===== config.mk =====
export PLATFORM = sky130hd
export DESIGN_NAME = pqp_cell
export DESIGN_NICKNAME = d
export VERILOG_FILES = /design/src/hdl/pqp_pkg.sv /design/src/hdl/pqp_cell.sv
export SDC_FILE = /design/constraint.sdc
export NUM_CORES = 1
export LEC_CHECK = 0
export BUFFER_PORTS_ARGS = -buffer_cell sky130_fd_sc_hd__buf_2
export CAP_MARGIN = 40
export CELL_PAD_IN_SITES_DETAIL_PLACEMENT = 2
export CELL_PAD_IN_SITES_GLOBAL_PLACEMENT = 2
export CORE_MARGIN = 4
export CORE_UTILIZATION = 39
export DETAILED_ROUTE_END_ITERATION = 10
export PLACE_DENSITY_LB_ADDON = 0.1
export SYNTH_ARGS = -nofsm -noshare
export SYNTH_HDL_FRONTEND = slang
export SYNTH_SLANG_ARGS = --single-unit

===== constraint.sdc =====
create_clock -name clock -period 9.9 [get_ports clock]
set_clock_uncertainty 0.2 [all_clocks]
set_input_delay 1.98 -clock clock [delete_from_list [all_inputs] [get_ports clock]]
set_output_delay 1.98 -clock clock [all_outputs]
set_load 0.005 [all_outputs]

===== src/hdl/pqp_pkg.sv =====
`timescale 1ns / 1ps
package pqp_pkg;

   localparam int CODE_BITS = 5;

   // item kinds
   localparam logic [1:0] KIND_PIXEL = 2'd0;
   localparam logic [1:0] KIND_WRITE = 2'd1;
   localparam logic [1:0] KIND_FLUSH = 2'd2;

   // quantizer modes
   localparam logic [1:0] MODE_RGB221  = 2'd0;
   localparam logic [1:0] MODE_GRAY    = 2'd1;
   localparam logic [1:0] MODE_NEAREST = 2'd2;
   localparam logic [1:0] MODE_EXACT   = 2'd3;

   // register indexes (paddr[2])
   localparam logic REG_QUANT_MODE      = 1'b0;
   localparam logic REG_PALETTE_ENTRIES = 1'b1;

   localparam logic [1:0] MODE_RESET    = MODE_RGB221;
   localparam logic [5:0] ENTRIES_RESET = 6'd32;
   localparam logic [7:0] START_DIST    = 8'd255;

   // Q16 luma weights
   localparam logic [15:0] LUMA_R = 16'd19595;
   localparam logic [15:0] LUMA_G = 16'd38470;
   localparam logic [15:0] LUMA_B = 16'd7471;

   typedef struct packed {
      logic [1:0] kind;
      logic [7:0] red;
      logic [7:0] green;
      logic [7:0] blue;
      logic [4:0] entry_index;
   } req_type;

   typedef struct packed {
      logic [7:0] packed_byte;
      logic       is_final;
   } rsp_type;

   typedef struct packed {
      logic [1:0]           kind;
      logic [7:0]           red;
      logic [7:0]           green;
      logic [7:0]           blue;
      logic [4:0]           entry_index;
      logic [CODE_BITS-1:0] code;
      logic [7:0]           best_dist;
      logic                 found;
   } chain_item_type;

   // x / 255 for x below 8160, by shift and add
   function automatic logic [4:0] div255(input logic [13:0] x);
      logic [14:0] t;
      t = {1'b0, x} + 15'd1 + 15'(x[13:8]);
      return t[12:8];
   endfunction

endpackage


===== src/hdl/pqp_cell.sv =====
`timescale 1ns / 1ps
module pqp_cell #(
   parameter int CELL_INDEX = 0
) (
   input  logic                    clock,
   input  logic                    reset,
   input  logic                    advance,
   input  logic [1:0]              quant_mode,
   input  logic [5:0]              active_entries,
   input  logic                    in_valid,
   input  pqp_pkg::chain_item_type in_item,
   output logic                    out_valid,
   output pqp_pkg::chain_item_type out_item
);
   import pqp_pkg::*;

   logic [23:0]    entry_ff, entry_in;
   logic           valid_ff, valid_in;
   chain_item_type item_ff, item_in;

   logic [7:0] diff_r, diff_g, diff_b;
   logic [9:0] manhattan;
   logic       in_use, is_pixel;

   always_comb begin
      diff_r = (entry_ff[23:16] > in_item.red) ? entry_ff[23:16] - in_item.red
                                               : in_item.red - entry_ff[23:16];
      diff_g = (entry_ff[15:8] > in_item.green) ? entry_ff[15:8] - in_item.green
                                                : in_item.green - entry_ff[15:8];
      diff_b = (entry_ff[7:0] > in_item.blue) ? entry_ff[7:0] - in_item.blue
                                              : in_item.blue - entry_ff[7:0];
      manhattan = 10'(diff_r) + 10'(diff_g) + 10'(diff_b);
      in_use    = 6'(CELL_INDEX) < active_entries;
      is_pixel  = in_item.kind == KIND_PIXEL;

      entry_in = entry_ff;
      if (advance && in_valid && in_item.kind == KIND_WRITE &&
          in_item.entry_index == 5'(CELL_INDEX)) begin
         entry_in = {in_item.red, in_item.green, in_item.blue};
      end

      valid_in = advance ? in_valid : valid_ff;
      item_in  = item_ff;
      if (advance) begin
         item_in = in_item;
         if (is_pixel && in_use) begin
            // strict compare keeps the lowest index on equal distance
            if (quant_mode == MODE_NEAREST && manhattan < 10'(in_item.best_dist)) begin
               item_in.best_dist = manhattan[7:0];
               item_in.code      = CODE_BITS'(CELL_INDEX);
            end
            if (quant_mode == MODE_EXACT && !in_item.found &&
                entry_ff == {in_item.red, in_item.green, in_item.blue}) begin
               item_in.found = 1'b1;
               item_in.code  = CODE_BITS'(CELL_INDEX);
            end
         end
      end
   end

   always_ff @(posedge clock) begin
      if (reset) begin
         valid_ff <= 1'b0;
      end else begin
         valid_ff <= valid_in;
      end
   end

   always_ff @(posedge clock) begin
      entry_ff <= entry_in;
      item_ff  <= item_in;
   end

   assign out_valid = valid_ff;
   assign out_item  = item_ff;

endmodule


==> impl_summary.md <==
Status
The flow ran to the end, and the final reports show no timing, DRC or antenna violations.

CTS
The cell sitting at the root of the clock tree is a sky130_fd_sc_hd__clkbuf_16. The largest buffer count on any clock path is 2. The count of instances resized after the clock tree is built is 0. The TritonCTS clock tree is built. The number of buffers created by CTS is 9.

The clock drives 70 sinks. The later pin in the worst-skew pair is clocked with a latency of roughly 0.34 ns. The number of buffers inserted to repair setup after CTS is 0.

The count of hold-fix buffers inserted at cts is 0. The post-CTS clock slew at the launch and capture registers of the worst setup and hold paths is 0.06 ns. In this run the number of H-tree levels came out at 3.

Synth
The netlist uses 54 different library cells. In the post-synthesis netlist, the biggest area contributors are sky130_fd_sc_hd__edfxtp_1 42%, sky130_fd_sc_hd__ha_1 15%, sky130_fd_sc_hd__fa_1 6.0%, sky130_fd_sc_hd__inv_1 5.6%, sky130_fd_sc_hd__mux2_2 4.1%. Yosys printed 0 warnings. The cell taking the most area after synthesis is sky130_fd_sc_hd__edfxtp_1. The number of enable-type register cells in the synthesized netlist is 69. The flip-flop cell with the highest count after synthesis is sky130_fd_sc_hd__edfxtp_1. The number of nets handed over by synthesis was 567. The number of instances in the synthesized netlist is 436. Synthesis inferred 70 register bits. The portion of synthesized cell area occupied by the leading cell type is 41.7%. By instance count, the leading cell after synthesis is sky130_fd_sc_hd__inv_1.

The post-synth design cell area is 0.00497 mm^2. The sequential cell area fraction in the yosys report is 42.1%. The fraction of synthesis flops using an asynchronous set or reset pin is 0%. The commonest cells after synthesis are 74 x sky130_fd_sc_hd__inv_1, 69 x sky130_fd_sc_hd__edfxtp_1, 59 x sky130_fd_sc_hd__ha_1. The synthesized area per cell is about 11 um^2.

Placed design
Port buffering added just over 100 buffers. The final weighted congestion of routability-driven global placement is slightly below 0.8. OpenSTA, run right after detailed placement, puts the worst setup slack at 1.53 ns.

The area of placed instances is 0.00567 mm^2. Detailed placement ended at an HPWL of 11000 um.

Setup path
Along the worst path, the maximum fanout reaches 13. Data on the critical path is required at its endpoint by just under 10 ns. Data on the critical path arrives at its endpoint at approximately 8 ns. The end of the worst register-to-register path is out_item[7]$_DFFE_PP_. STA classifies the critical path endpoint as a flop. For flop-to-flop paths, the worst setup slack is about 3.3 ns.

The worst register-to-register path begins at entry_ff[16]$_DFFE_PP_. The worst setup path is of the in -> reg kind. The depth of the worst register-to-register path is 24.

The startpoint type of the worst setup path is an input pin.

Layout
With fillers left out, the area of the finished cells amounts to 0.00593 mm^2. The post-route netlist has a little over a quarter of its cells at a drive strength greater than 1. For this run, the post-layout net count is 675.

Cells fill roughly half of the core in the end. The number of inserted diodes is 0. The area growth from synthesis to layout is 19.2%.

Worst hold path
The worst hold path was traced through 2 stages. For hold timing, the worst endpoint is out_valid$_SDFFE_PP0P_. In this run the most critical hold path is launched from out_valid$_SDFFE_PP0P_.

The type of the tightest min-delay check is reg -> reg.

STA
Setup repair after global routing left no endpoint under its margin. After layout, the worst setup slack is 1.99 ns. The count of endpoints failing setup in the final report is 0. In this run the tightest slew margin relative to its limit is 55.7%. The max-slew violation count was 0. The final-report hold violation count is 0.

At the pin with the least slew margin, the transition time is between 0.6 and 0.7 ns. The worst path uses 79.9% of the clock period. The worst path needs 7.91 ns of the cycle, external delays included.

The maximum operating frequency is 0.126 GHz. The total negative setup slack is 0 ns.

Power
In this run the power density over the cells is approximately 160 mW/mm^2. The leakage power of the design is 0.00276 uW. The switching share of power is 31.5%. Per report_power, the sequential group accounts for 36.5% of the total. The internal power contribution is 651 uW.

The logic gate share of total power is 32.3%. The clock network accounts for a little under a third of the total power. The maximum vdd drop is 0.101 mV. Summed over all nets, the switching power comes to 299 uW.

Floorplanning
The count of standard-cell rows is 40. The top-level port count is roughly 100. From bottom edge to top edge, the die measures 121 um.

The die is around 120 um wide. The initial cell density of the core is 40.6%. After floorplanning, the core was sized to cover between 0.01 and 0.015 mm^2. The area enclosed by the die boundary is 0.0146 mm^2.

GRT
The global-route wire length before repair is 22800 um. The combined global-route utilization of all metal layers is 20.2%. The total overflow left after global routing is 0. The via count of the first global-routing pass is 4231. The number of antenna violations at the first check in global routing is 0.

The largest net degree at the start of global routing is 47.

Drt
In the final routed layout, each cell accounts on average for 19.2 um. For this run, design rule violations remaining after detail routing come to 0. The average via count per standard cell is 5.19. The first-pass iteration count of the detailed router is 4.

The violation count after the first detailed-route iteration is around 140. Once detail routing completed, the nets flagged for antenna violations numbered 0. Summing over every cut layer, the via total after detailed routing is 3724. Summed over all layers, the routed wires come to 13800 um.

Job
The tool flagged a number of max-cap violations equal to 0.
stage by stage:
stage	std cells	hold slack, ns	total power, uW
floorplan	436	0.285	551
finish	717	0.308	950
global placement	700	0.272	632
CTS	717	0.306	965
detailed placement	701	0.293	662
global route	717	0.346	1020
layout make-up:
class | instances | area, um^2
fillers | 1280 | 6330
multi-input cells | 284 | 2550
flip-flops and latches | 70 | 2090
repair buffers | 105 | 533
inverters | 74 | 278
clock buffers | 14 | 254
well taps | 168 | 210
clock inverters | 2 | 10.0
how the worst max path moves through the flow:
stage,startpoint,end,slack [ns]
2_1_floorplan,in_item[31],out_item[4]$_DFFE_PP_,2.83
3_3_place_gp,in_item[40],out_item[2]$_DFFE_PP_,1.88
3_5_place_dp,in_item[40],out_item[7]$_DFFE_PP_,1.53
4_1_cts,in_item[40],out_item[7]$_DFFE_PP_,1.90
5_1_grt,in_item[40],out_item[7]$_DFFE_PP_,1.44
6_report,in_item[35],out_item[7]$_DFFE_PP_,1.99
routing by layer:
metal,vias to the layer above,share of wire [%],routed length [um],track usage [%]
li1,1765,-,-,-
met1,1836,43,5850,24.8
met2,106,50,6880,35.0
met3,17,5.6,766,4.43
met4,0,1.9,257,6.73
met5,-,0,0,0
worst max-delay path: stages:
cell	delay, ns
sky130_fd_sc_hd__buf_2	0.11
sky130_fd_sc_hd__ha_1	0.23
sky130_fd_sc_hd__inv_1	0.10
sky130_fd_sc_hd__fa_1	0.41
sky130_fd_sc_hd__nand3_1	0.12
sky130_fd_sc_hd__a21oi_1	0.08
sky130_fd_sc_hd__o21bai_1	0.37
sky130_fd_sc_hd__buf_4	0.26
sky130_fd_sc_hd__mux2_2	0.39
sky130_fd_sc_hd__a21oi_1	0.19
sky130_fd_sc_hd__xor2_1	0.13
sky130_fd_sc_hd__fa_1	0.56
sky130_fd_sc_hd__inv_1	0.05
sky130_fd_sc_hd__ha_1	0.33
sky130_fd_sc_hd__o21ai_0	0.12
sky130_fd_sc_hd__nor2_1	0.16
sky130_fd_sc_hd__nor2_1	0.09
sky130_fd_sc_hd__xnor2_1	0.29
sky130_fd_sc_hd__ha_1	0.31
sky130_fd_sc_hd__nor2b_1	0.14
sky130_fd_sc_hd__o21ai_0	0.15
sky130_fd_sc_hd__and3_1	0.16
sky130_fd_sc_hd__nand4_1	0.51
sky130_fd_sc_hd__mux2_1	0.55
state kept, by name (all words and copies together) (netlist names):
| name | count |
|---|---|
| out_valid | 1 |
| entry_ff | 24 |
| out_item | 45 |
cells by family (layout without fill, tap and decap cells):
kind of cell,Yosys count,after routing,synth area share [%]
xor gates and xnor gates,20,20,3.52
adders and majority gates,74,74,20.9
and+or+nand+nor,77,77,8.48
buffers and inverters,82,195,6.72
DFF,70,70,42.1
AOI/OAI and AO/OA,77,77,10.5
muxes,36,36,7.82
power by group through the flow:
stage / registers, uW / logic, uW / clock network, uW
after floorplan: 355 / 196 / 0
after global placement: 352 / 280 / 0
after detailed placement: 353 / 308 / 0
after CTS: 347 / 312 / 306
after global routing: 349 / 353 / 318
final: 347 / 307 / 296
layout by cell type, fill, tap and decap left out, drive strengths merged, types with 2 or more instances in the layout:
cell      n
nand4     6
and4      3
clkinv    2
and2      4
xnor2     7
a21oi    28
nor4b     2
o21bai    6
nand2    18
mux2i    16
inv      74
nand2b    2
edfxtp   69
nor2     12
clkbuf   14
mux2     20
ha       59
a221oi    4
nand3     8
buf     105
xor2     13
and3      9
a211oi    8
o21ai    11
a31o      2
nor3      4
nand3b    4
fa       15
a21o      8
a311oi    2
(Power assumes the default switching activity.)
