[config.mk]
export PLATFORM = sky130hd
export DESIGN_NAME = pqp_pack
export DESIGN_NICKNAME = d
export VERILOG_FILES = /design/src/hdl/pqp_pkg.sv /design/src/hdl/pqp_pack.sv
export SDC_FILE = /design/constraint.sdc
export NUM_CORES = 1
export LEC_CHECK = 0
export BUFFER_PORTS_ARGS = -buffer_cell sky130_fd_sc_hd__buf_2
export CAP_MARGIN = 20
export CORE_MARGIN = 2
export CORE_UTILIZATION = 44
export CTS_CLUSTER_DIAMETER = 40
export DETAILED_ROUTE_END_ITERATION = 12
export PLACE_DENSITY = 0.78
export RECOVER_POWER = 25
export SYNTH_ARGS = -nofsm -noshare
export SYNTH_HDL_FRONTEND = slang
export SYNTH_SLANG_ARGS = --single-unit
[constraint.sdc]
create_clock -name clock -period 2.6 [get_ports clock]
set_input_delay 0.26 -clock clock [delete_from_list [all_inputs] [get_ports clock]]
set_output_delay 0.26 -clock clock [all_outputs]
set_load 0.005 [all_outputs]
[src/hdl/pqp_pkg.sv]
`timescale 1ns / 1ps
package pqp_pkg;

   localparam int CODE_BITS = 5;

   // item kinds
   localparam logic [1:0] KIND_PIXEL = 2'd0;
   localparam logic [1:0] KIND_WRITE = 2'd1;
   localparam logic [1:0] KIND_FLUSH = 2'd2;

   // quantizer modes
   localparam logic [1:0] MODE_RGB221  = 2'd0;
   localparam logic [1:0] MODE_GRAY    = 2'd1;
   localparam logic [1:0] MODE_NEAREST = 2'd2;
   localparam logic [1:0] MODE_EXACT   = 2'd3;

   // register indexes (paddr[2])
   localparam logic REG_QUANT_MODE      = 1'b0;
   localparam logic REG_PALETTE_ENTRIES = 1'b1;

   localparam logic [1:0] MODE_RESET    = MODE_RGB221;
   localparam logic [5:0] ENTRIES_RESET = 6'd32;
   localparam logic [7:0] START_DIST    = 8'd255;

   // Q16 luma weights
   localparam logic [15:0] LUMA_R = 16'd19595;
   localparam logic [15:0] LUMA_G = 16'd38470;
   localparam logic [15:0] LUMA_B = 16'd7471;

   typedef struct packed {
      logic [1:0] kind;
      logic [7:0] red;
      logic [7:0] green;
      logic [7:0] blue;
      logic [4:0] entry_index;
   } req_type;

   typedef struct packed {
      logic [7:0] packed_byte;
      logic       is_final;
   } rsp_type;

   typedef struct packed {
      logic [1:0]           kind;
      logic [7:0]           red;
      logic [7:0]           green;
      logic [7:0]           blue;
      logic [4:0]           entry_index;
      logic [CODE_BITS-1:0] code;
      logic [7:0]           best_dist;
      logic                 found;
   } chain_item_type;

   // x / 255 for x below 8160, by shift and add
   function automatic logic [4:0] div255(input logic [13:0] x);
      logic [14:0] t;
      t = {1'b0, x} + 15'd1 + 15'(x[13:8]);
      return t[12:8];
   endfunction

endpackage

[src/hdl/pqp_pack.sv]
`timescale 1ns / 1ps
module pqp_pack (
   input  logic                    clock,
   input  logic                    reset,
   input  logic                    tail_valid,
   input  pqp_pkg::chain_item_type tail_item,
   input  logic                    rsp_ready,
   output logic                    rsp_valid,
   output pqp_pkg::rsp_type        rsp_data,
   output logic                    advance
);
   import pqp_pkg::*;

   logic [7:0] acc_ff, acc_in;
   logic [2:0] fill_ff, fill_in;
   logic       rsp_valid_ff, rsp_valid_in;
   rsp_type    rsp_data_ff, rsp_data_in;

   logic [12:0] merged;
   logic [3:0]  fill_sum;
   logic        tail_emit;

   always_comb begin
      merged   = 13'(acc_ff) | (13'(tail_item.code) << fill_ff);
      fill_sum = {1'b0, fill_ff} + 4'(CODE_BITS);
      tail_emit = tail_valid &&
                  ((tail_item.kind == KIND_PIXEL && fill_sum[3]) ||
                   (tail_item.kind == KIND_FLUSH && fill_ff != 3'd0));
      // the chain only waits when its tail item needs the output slot
      advance = !rsp_valid_ff || rsp_ready || !tail_emit;

      acc_in       = acc_ff;
      fill_in      = fill_ff;
      rsp_valid_in = rsp_valid_ff && !rsp_ready;
      rsp_data_in  = rsp_data_ff;
      if (advance && tail_valid) begin
         case (tail_item.kind)
            KIND_PIXEL: begin
               fill_in = fill_sum[2:0];
               if (fill_sum[3]) begin
                  rsp_valid_in         = 1'b1;
                  rsp_data_in.packed_byte = merged[7:0];
                  rsp_data_in.is_final = 1'b0;
                  acc_in               = 8'(merged[12:8]);
               end else begin
                  acc_in = merged[7:0];
               end
            end
            KIND_FLUSH: begin
               if (fill_ff != 3'd0) begin
                  rsp_valid_in            = 1'b1;
                  rsp_data_in.packed_byte = acc_ff;
                  rsp_data_in.is_final    = 1'b1;
                  acc_in                  = 8'd0;
                  fill_in                 = 3'd0;
               end
            end
            default: ;
         endcase
      end
   end

   always_ff @(posedge clock) begin
      if (reset) begin
         acc_ff       <= 8'd0;
         fill_ff      <= 3'd0;
         rsp_valid_ff <= 1'b0;
      end else begin
         acc_ff       <= acc_in;
         fill_ff      <= fill_in;
         rsp_valid_ff <= rsp_valid_in;
      end
   end

   always_ff @(posedge clock) begin
      rsp_data_ff <= rsp_data_in;
   end

   assign rsp_valid = rsp_valid_ff;
   assign rsp_data  = rsp_data_ff;

endmodule

==> results of run 1 <==
-- cell families (layout without fill, tap and decap cells) --
group           Yosys count  count (layout)
buf+inv                  14              37
compound gates           34              34
mux                       9               9
simple gates             41              41
fa+ha+maj                 2               2
flops                    21              21
-- layout by cell type (no fill, tap or decap), drive strengths merged --
| master | count |
|---|---|
| nor3 | 5 |
| dfxtp | 12 |
| and3 | 1 |
| nand3b | 1 |
| o21ai | 8 |
| clkbuf | 11 |
| nor2b | 2 |
| a31oi | 4 |
| edfxtp | 9 |
| nand2b | 6 |
| ha | 2 |
| nor2 | 12 |
| and2 | 1 |
| a21o | 4 |
| a31o | 1 |
| mux2i | 4 |
| and2b | 1 |
| nand2 | 7 |
| o31ai | 2 |
| inv | 9 |
| clkinv | 1 |
| nor3b | 1 |
| o211ai | 1 |
| a22oi | 2 |
| buf | 16 |
| or3 | 1 |
| and3b | 1 |
| a21oi | 12 |
| nand3 | 2 |
| mux2 | 5 |
-- routing by layer --
metal  GRT usage [%]  share of wire [%]  up-vias
met3            5.91                7.2        7
met4            5.69                1.7        0
met5               0                  0        -
met1            21.9                 42      448
met2            34.7                 49       32
li1                -                  -      470
-- critical path, stage by stage (launching register included) --
cell and delay, ps:
dfxtp_1 350, inv_1 60, ha_1 200, nand2b_1 190, a31oi_1 290, nand2_1 190, inv_1 320
-- area by class of cell --
class / instances / area (µm²) / share of cell area (%)
clock buffer: 3 / 22.5 / 1.72
multi-input combinational: 86 / 583 / 44.5
sequential: 21 / 510 / 39.0
inverter: 9 / 33.8 / 2.58
tap: 30 / 37.5 / 2.87
timing repair buffer: 24 / 118 / 8.98
clock inverter: 1 / 5.00 / 0.382
-- power groups by stage --
| stage | combinational, mW | clock, mW | sequential [mW] |
|---|---|---|---|
| floorplan | 0.0669 | 0 | 0.366 |
| global placement | 0.0913 | 0 | 0.367 |
| detailed placement | 0.0947 | 0 | 0.368 |
| CTS | 0.0954 | 0.166 | 0.360 |
| global route | 0.107 | 0.180 | 0.362 |
| finish | 0.0949 | 0.162 | 0.361 |
-- state kept, by name, summed over array words and instances, names as in the netlist --
signal	count
rsp_data	9
acc_ff	8
fill_ff	3
rsp_valid	1
-- through the flow --
step                      power, mW  setup WS [ps]  hold slack (ps)  instance area (µm²)  util [%]
after CTS                     0.622            658              212                 1320      53.3
after detailed placement      0.463            683              435                 1290      52.2
after floorplan               0.433            652              409                 1150         -
after global placement        0.459            769              425                 1290      52.2
after global routing          0.648            522              211                 1310      52.9
final                         0.618            671              215                 1310      52.9
-- final timing paths --
path | startpoint | endpoint | slack (ps)
hold / removal | reset | rsp_valid$_SDFF_PP0_ | 210
setup / recovery | fill_ff[0]$_SDFFE_PP0P_ | rsp_data[2]$_DFFE_PP_ | 670
setup reg to reg | fill_ff[0]$_SDFFE_PP0P_ | rsp_data[2]$_DFFE_PP_ | 670
hold reg to reg | acc_ff[7]$_SDFFE_PP0P_ | acc_ff[7]$_SDFFE_PP0P_ | 450
==> out/metrics.yaml, run 1 <==
setup_viol: 0
cts_resized: 0
clk_latency_ps: 320
end_kind: "flip-flop"
dpl.cell_count: 170
synth_top_family_by_area: "simple AND/OR/NAND/NOR gates"
drt-vias-per-instance: 5.50
rows: 18
yosys_warnings: 0
layout-drive-gt1-share_pct: 24.3
synth_compound_area_share_pct: 19.6
pwr-share-clk_pct: 26.3
cts_sinks: 21
cts_hold_buffers: 0
fin_tns_setup_ps: 0
fmax_mhz: 518
cts_setup_buffers: 0
grt_pass1_vias: 948
worstHoldPathType: "in -> reg"
portBuffers: 21
critPathMaxFanout: 9
synthSimpleGateAreaFrac_pct: 20.2
synth_nets: 172
skew_ps: 11.0
cts_tree: "yes"
power.internal_mw: 0.454
crit_path_start_kind: "flip-flop"
syn_to_final_growth_pct: 13.8
grt_pass1_wl_mm: 4.22
path_clk_slew_ps: 120
netlist_top_cells_count: "12 x dfxtp_1, 12 x nor2_1, 11 x a21oi_1"
drt_iter0_markers: 30
post-route-period-util_pct: 74.2
syn_avg_cell_area_um2: 9.51
ant_nets: 0
synthDistinctLibCells: 37
drv_slew: 0
required_ps: 2590
gp_congestion: 0.825
synth_area_um2: 1150
power_frac_seq_pct: 58.4
rsz0062_at_grt: "false"
cp.arrival_ps: 1920
vias: 957
criticalPathCategory: "reg -> reg"
ys_top_cells_by_area: "edfxtp_1 23%, dfxtp_1 21%, a21oi_1 4.8%"
finalCriticalPeriod_ps: 1930
max_slew.worst_pin.slew_ps: 539
die_height_um: 55.2
drc: 0
ios: 60
cts_buffers: 3
antenna_found_initial: 0
nFillCells: 236
whs_path_depth: 2
p_per_area_nw_per_um2: 472
timing_hold_violations_final: 0
cap_violations: 0
syn_inst: 121
ys_async_sr_fraction_pct: 0
synth_seq_cells: 21
clk_path_buf_depth: 2
nNetsFinal: 196
ys.flop_type: "dfxtp_1"
switching_share_pct: 26.5
pwr-share-comb_pct: 15.4
synth_adder_area_share_pct: 2.17
grt_use_total_pct: 19.3
synth_top_area_share_pct: 23.5
diodes: 0
rr_worst_depth: 6
switchingPower_mw: 0.164
hpwlAfterDp_mm: 1.83
grt_max_degree: 16
wl_per_cell_um: 13.9
totalWireLength_mm: 2.42
status: "completed"
slew_headroom_pct: 64.0
dr.pass1.iters: 4
synth_xor_area_share_pct: 0
gr-total-overflow: 0
die_area_um2: 3040
cts_root_buf: "clkbuf_4"
yosys.area.top_type: "edfxtp_1"
ir_drop_mv: 0.355
final_cells: 174
fp.coreArea_um2: 2480
synth_edf_count: 9
seq_area_frac_synth_pct: 44.3
h-tree-depth: 1
p_leak_nw: 0.538
die_w_um: 55.2
initial_core_util_pct: 46.5
synth_mux_area_share_pct: 8.70
(Power assumes the default switching activity.)
==> run 2: changes to the inputs <==
- clock period: 2.6 -> 1.9 ns (I/O delays scaled with it)
==> out/metrics.yaml, run 2 (synthesized netlist as in run 1, its figures left out) <==
status: "completed"
required_ps: 1710  # -880 ps
syn_to_final_growth_pct: 17.3
worstHoldPathType: "in -> reg"
fmax_mhz: 557
portBuffers: 21  # unchanged
cts_setup_buffers: 0  # unchanged
clk_path_buf_depth: 2  # unchanged
power_frac_seq_pct: 57.5  # -0.9 points
p_leak_nw: 0.567  # +5.3%
crit_path_start_kind: "flip-flop"
nFillCells: 236  # unchanged
h-tree-depth: 1  # unchanged
hpwlAfterDp_mm: 1.90  # +3.9%
cts_tree: "yes"
largest_reg_flops: 9  # unchanged
top_usage_layer: "met2"
die_w_um: 55.2  # unchanged
die_height_um: 55.2  # unchanged
slew_headroom_pct: 65.8  # +1.8 points
pwr-share-comb_pct: 16.3  # +0.9 points
rsz0062_at_grt: "false"
grt_util_met3_pct: 5.65  # -0.27 points
nNetsFinal: 201  # +2.6%
grt.met1_usage_pct: 22.7  # +0.78 points
die_area_um2: 3040  # unchanged
antenna_found_initial: 0  # unchanged
fin_tns_setup_ps: 0  # unchanged
grt_util_met2_pct: 35.5  # +0.79 points
setup_slack_ps: 105  # -566 ps
critPathMaxFanout: 2  # -7
power_mw: 0.854  # +38%
cts_root_buf: "clkbuf_4"
cts_sinks: 21  # unchanged
timing_hold_violations_final: 0  # unchanged
fin_area_um2: 1350  # +3.1%
switchingPower_mw: 0.227  # +38%
layout-drive-gt1-share_pct: 28.9  # +4.6 points
cts_buffers: 3  # unchanged
post_dp_cell_area_um2: 1330  # +2.9%
final_cell_mix: "15 x buf_2, 12 x nor2_1, 12 x dfxtp_1, 11 x a21oi_1, 9 x edfxtp_1"
cap_violations: 0  # unchanged
pwr-share-clk_pct: 26.3  # about the same
diodes: 0  # unchanged
grt_max_degree: 13  # -3
finalCriticalPeriod_ps: 1790
setup_viol: 0  # unchanged
skew_ps: 11.2  # +0.239 ps
criticalPathCategory: "reg -> out"
drt_iter0_markers: 15  # -50%
cts_hold_buffers: 0  # unchanged
end_kind: "output pin"
vias: 960  # +0.31%
path_clk_slew_ps: 130  # about the same
switching_share_pct: 26.5  # +0.031 points
clk_latency_ps: 320  # about the same
ios: 60  # unchanged
final_cells: 179  # +2.9%
drv_slew: 0  # unchanged
rows: 18  # unchanged
p_per_area_nw_per_um2: 632  # +34%
dr.pass1.iters: 4  # unchanged
initial_core_util_pct: 46.5  # unchanged
grt_pass1_vias: 915  # -3.5%
cts_resized: 0  # unchanged
dp_slack_ps: 174  # -509 ps
layout_commonest_cell: "buf_2"
wl_per_cell_um: 13.5  # -3.0%
drt-vias-per-instance: 5.36  # -2.5%
grt_use_total_pct: 19.5  # +0.15 points
cp.arrival_ps: 1600  # -320 ps
post-route-period-util_pct: 94.5
drc: 0  # unchanged
ir_drop_mv: 0.544  # +53%
fp.coreArea_um2: 2480  # unchanged
dpl.cell_count: 175  # +2.9%
power.internal_mw: 0.627  # +38%
totalWireLength_mm: 2.42  # -0.21%
grt_pass1_wl_mm: 4.15  # -1.5%
ant_nets: 0  # unchanged
gp_congestion: 0.830  # +0.61%
max_slew.worst_pin.slew_ps: 511  # -27.3 ps
gr-total-overflow: 0  # unchanged
## run 2: cell types whose count changed in the layout (fill, tap and decap cells not counted)
cell | previous run | this run
buf_4 | 3 | 8
buf_2 | 13 | 15
clkbuf_1 | 8 | 6
inv_1 | 8 | 7
inv_2 | 1 | 2
## run 2: power by group through the flow
stage | clock (mW) | combinational (mW) | sequential, mW
after global routing | 0.250 | 0.154 | 0.492
after floorplan | 0 | 0.0917 | 0.501
after detailed placement | 0 | 0.139 | 0.501
after global placement | 0 | 0.133 | 0.500
final | 0.224 | 0.139 | 0.490
after CTS | 0.234 | 0.139 | 0.491
## run 2: metal layers
layer	part of all wire, %	up-vias
met5	0	-
met4	0.46	0
met3	5.3	2
met2	51	24
met1	43	445
li1	-	489
## run 2: metrics by stage
step	utilization (%)	hold WS, ps
2_1_floorplan	-	388
3_3_place_gp	53.7	425
3_5_place_dp	53.7	451
4_1_cts	54.8	124
5_1_grt	54.5	132
6_report	54.5	131
## run 2: area by class of cell
cell class                 instances  area (µm²)  share of cell area (%)
timing repair buffer              29         158                    11.7
clock inverter                     1        5.00                   0.371
inverter                           9        33.8                    2.50
clock buffer                       3        22.5                    1.67
multi-input combinational         86         583                    43.2
sequential                        21         510                    37.8
tap                               30        37.5                    2.78
## run 2: worst max-delay path, stage by stage (launching register included)
cell and delay (ps):
dfxtp_1 350, inv_1 60, ha_1 180, nand2b_1 150, a31oi_1 210, buf_4 150
nand2b_1 50, buf_2 120
## run 2: final timing paths
check,from,endpoint,slack (ps),cells after the start
worst max-delay path,fill_ff[1]$_SDFFE_PP0P_,advance,110,7
worst min-delay path,reset,fill_ff[2]$_SDFFE_PP0P_,130,2
worst max register to register,fill_ff[1]$_SDFFE_PP0P_,rsp_data[7]$_DFFE_PP_,150,5
worst min register to register,acc_ff[4]$_SDFFE_PP0P_,acc_ff[4]$_SDFFE_PP0P_,470,2
==> run 3: changes to the inputs <==
- CORE_UTILIZATION: 44 -> 40
- GPL_ROUTABILITY_DRIVEN: default -> 0
- PLACE_DENSITY: 0.78 -> 0.75
- clock period: 1.9 -> 1.5 ns (I/O delays scaled with it)
==> out/metrics.yaml, run 3 (synthesized netlist as in run 1, its figures left out) <==
wl_per_cell_um: 15.3  # +14%
clk_latency_ps: 310  # about the same
cap_violations: 0  # unchanged
fp.coreArea_um2: 2730  # +10%
worstHoldPathType: "in -> reg"
status: "complete, but fails checks"
switching_share_pct: 27.7  # +1.1 points
portBuffers: 21  # unchanged
power_frac_seq_pct: 53.8  # -3.7 points
final_cell_mix: "20 x buf_2, 16 x buf_4, 11 x nor2_1, 10 x dfxtp_1"
switchingPower_mw: 0.320  # +41%
cts_root_buf: "clkbuf_4"
skew_ps: 1.02  # -10.2 ps
setup_viol: 25  # +25
power.internal_mw: 0.835  # +33%
layout-drive-gt1-share_pct: 49.7  # +21 points
ant_nets: 0  # unchanged
cts_buffers: 3  # unchanged
initial_core_util_pct: 42.1  # -4.4 points
post-route-period-util_pct: 112
pwr-share-comb_pct: 21.5  # +5.2 points
grt_pass1_vias: 1059  # +16%
path_clk_slew_ps: 120  # about the same
required_ps: 1720  # about the same
ios: 60  # unchanged
drc: 0  # unchanged
grt_pass1_wl_mm: 4.91  # +18%
p_leak_nw: 0.692  # +22%
crit_path_start_kind: "flip-flop"
die_area_um2: 3320  # +9.3%
vias: 1080  # +13%
dr.pass1.iters: 4  # unchanged
totalWireLength_mm: 2.98  # +23%
syn_to_final_growth_pct: 41.5
ir_drop_mv: 0.515  # -5.4%
gr-total-overflow: 0  # unchanged
pwr-share-clk_pct: 24.8  # -1.5 points
dp_slack_ps: -103  # -277 ps
grt_use_total_pct: 19.2  # -0.33 points
timing_hold_violations_final: 0  # unchanged
grt_max_degree: 13  # unchanged
h-tree-depth: 1  # unchanged
finalCriticalPeriod_ps: 1670
end_kind: "flip-flop"
slew_headroom_pct: 75.7  # +9.8 points
rsz0062_at_grt: "true"
criticalPathCategory: "reg -> reg"
critPathMaxFanout: 5  # +3
drv_slew: 0  # unchanged
p_per_area_nw_per_um2: 709  # +12%
antenna_found_initial: 0  # unchanged
hpwlAfterDp_mm: 1.98  # +4.5%
layout_commonest_cell: "buf_2"
failed_checks: "negative setup slack"
drt_iter0_markers: 30  # +15
fmax_mhz: 597
fin_tns_setup_ps: -2670  # -2670 ps
cts_tree: "yes"
max_slew.worst_pin.slew_ps: 363  # -148 ps
nNetsFinal: 215  # +7.0%
cp.arrival_ps: 1890  # +290 ps
largest_reg_flops: 9  # unchanged
fin_util_pct: 59.6  # +5.1 points
drt-vias-per-instance: 5.57  # +3.8%
die_height_um: 57.6  # +4.5%
rows: 19  # +1
diodes: 0  # unchanged
clk_path_buf_depth: 2  # unchanged
setup_slack_ps: -174  # -280 ps
cts_sinks: 21  # unchanged
die_w_um: 57.6  # +4.5%
-- run 3: cell count changes in the layout (fill, tap and decap cells not counted), sizes merged --
cell      before  now
buf           23   41
clkbuf         9    4
clkinvlp       0    1
-- run 3: metrics by stage --
step                hold WS [ps]  instances  total power [mW]  cell area (µm²)
finish                       123        194              1.15             1630
global route                 119        194              1.21             1630
CTS                          124        194              1.14             1600
detailed placement           445        180             0.832             1430
global placement             429        180             0.823             1430
floorplan                    348        121             0.761             1210
-- run 3: power by group through the flow --
stage	Sequential, mW	Clock, mW	Combinational [mW]
final	0.621	0.286	0.248
after global routing	0.623	0.316	0.268
after CTS	0.620	0.285	0.231
after detailed placement	0.635	0	0.197
after global placement	0.634	0	0.189
after floorplan	0.634	0	0.127
-- run 3: path summary, 6_finish.rpt --
check                                             start                      end  slack, ps  depth (start not counted)
worst max-delay path            fill_ff[1]$_SDFFE_PP0P_   acc_ff[1]$_SDFFE_PP0P_       -170                          9
worst min-delay path                              reset  fill_ff[1]$_SDFFE_PP0P_        120                          2
worst max register to register  fill_ff[1]$_SDFFE_PP0P_   acc_ff[1]$_SDFFE_PP0P_       -170                          9
worst min register to register   acc_ff[7]$_SDFFE_PP0P_   acc_ff[7]$_SDFFE_PP0P_        460                          2
-- run 3: critical path, stage by stage, from the launching register on --
cell,delay (ps)
dfxtp_4,390
buf_4,140
buf_4,130
mux2_4,330
a21oi_4,170
buf_6,120
buf_4,90
nand2_1,40
o211ai_1,90
a21oi_1,80
-- run 3: per-layer routing --
metal / vias to the layer above / share of wire (%) / global-route usage [%]
met1: 508 / 39 / 22.0
met3: 10 / 5.7 / 4.91
met5: - / 0 / 0
li1: 518 / - / -
met4: 0 / 2.0 / 4.65
met2: 44 / 53 / 35.4
-- run 3: area by class of cell --
cell class	instances	area, µm²
Inverter	9	41.3
Timing Repair Buffer	42	289
Fill cell	233	1100
Multi-Input combinational cell	86	707
Sequential cell	21	518
Clock inverter	1	5.00
Clock buffer	3	22.5
Timing Repair inverter	1	7.51
Tap cell	31	38.8
-- run 3: repair_timing --
item | CTS | global route
gates cloned | 1 | 0
pin swaps | 9 | 7
setup buffers | 9 | 0
gates resized for setup | 20 | 8
hold buffers | 0 | 0
setup endpoints to repair | 24 | 27
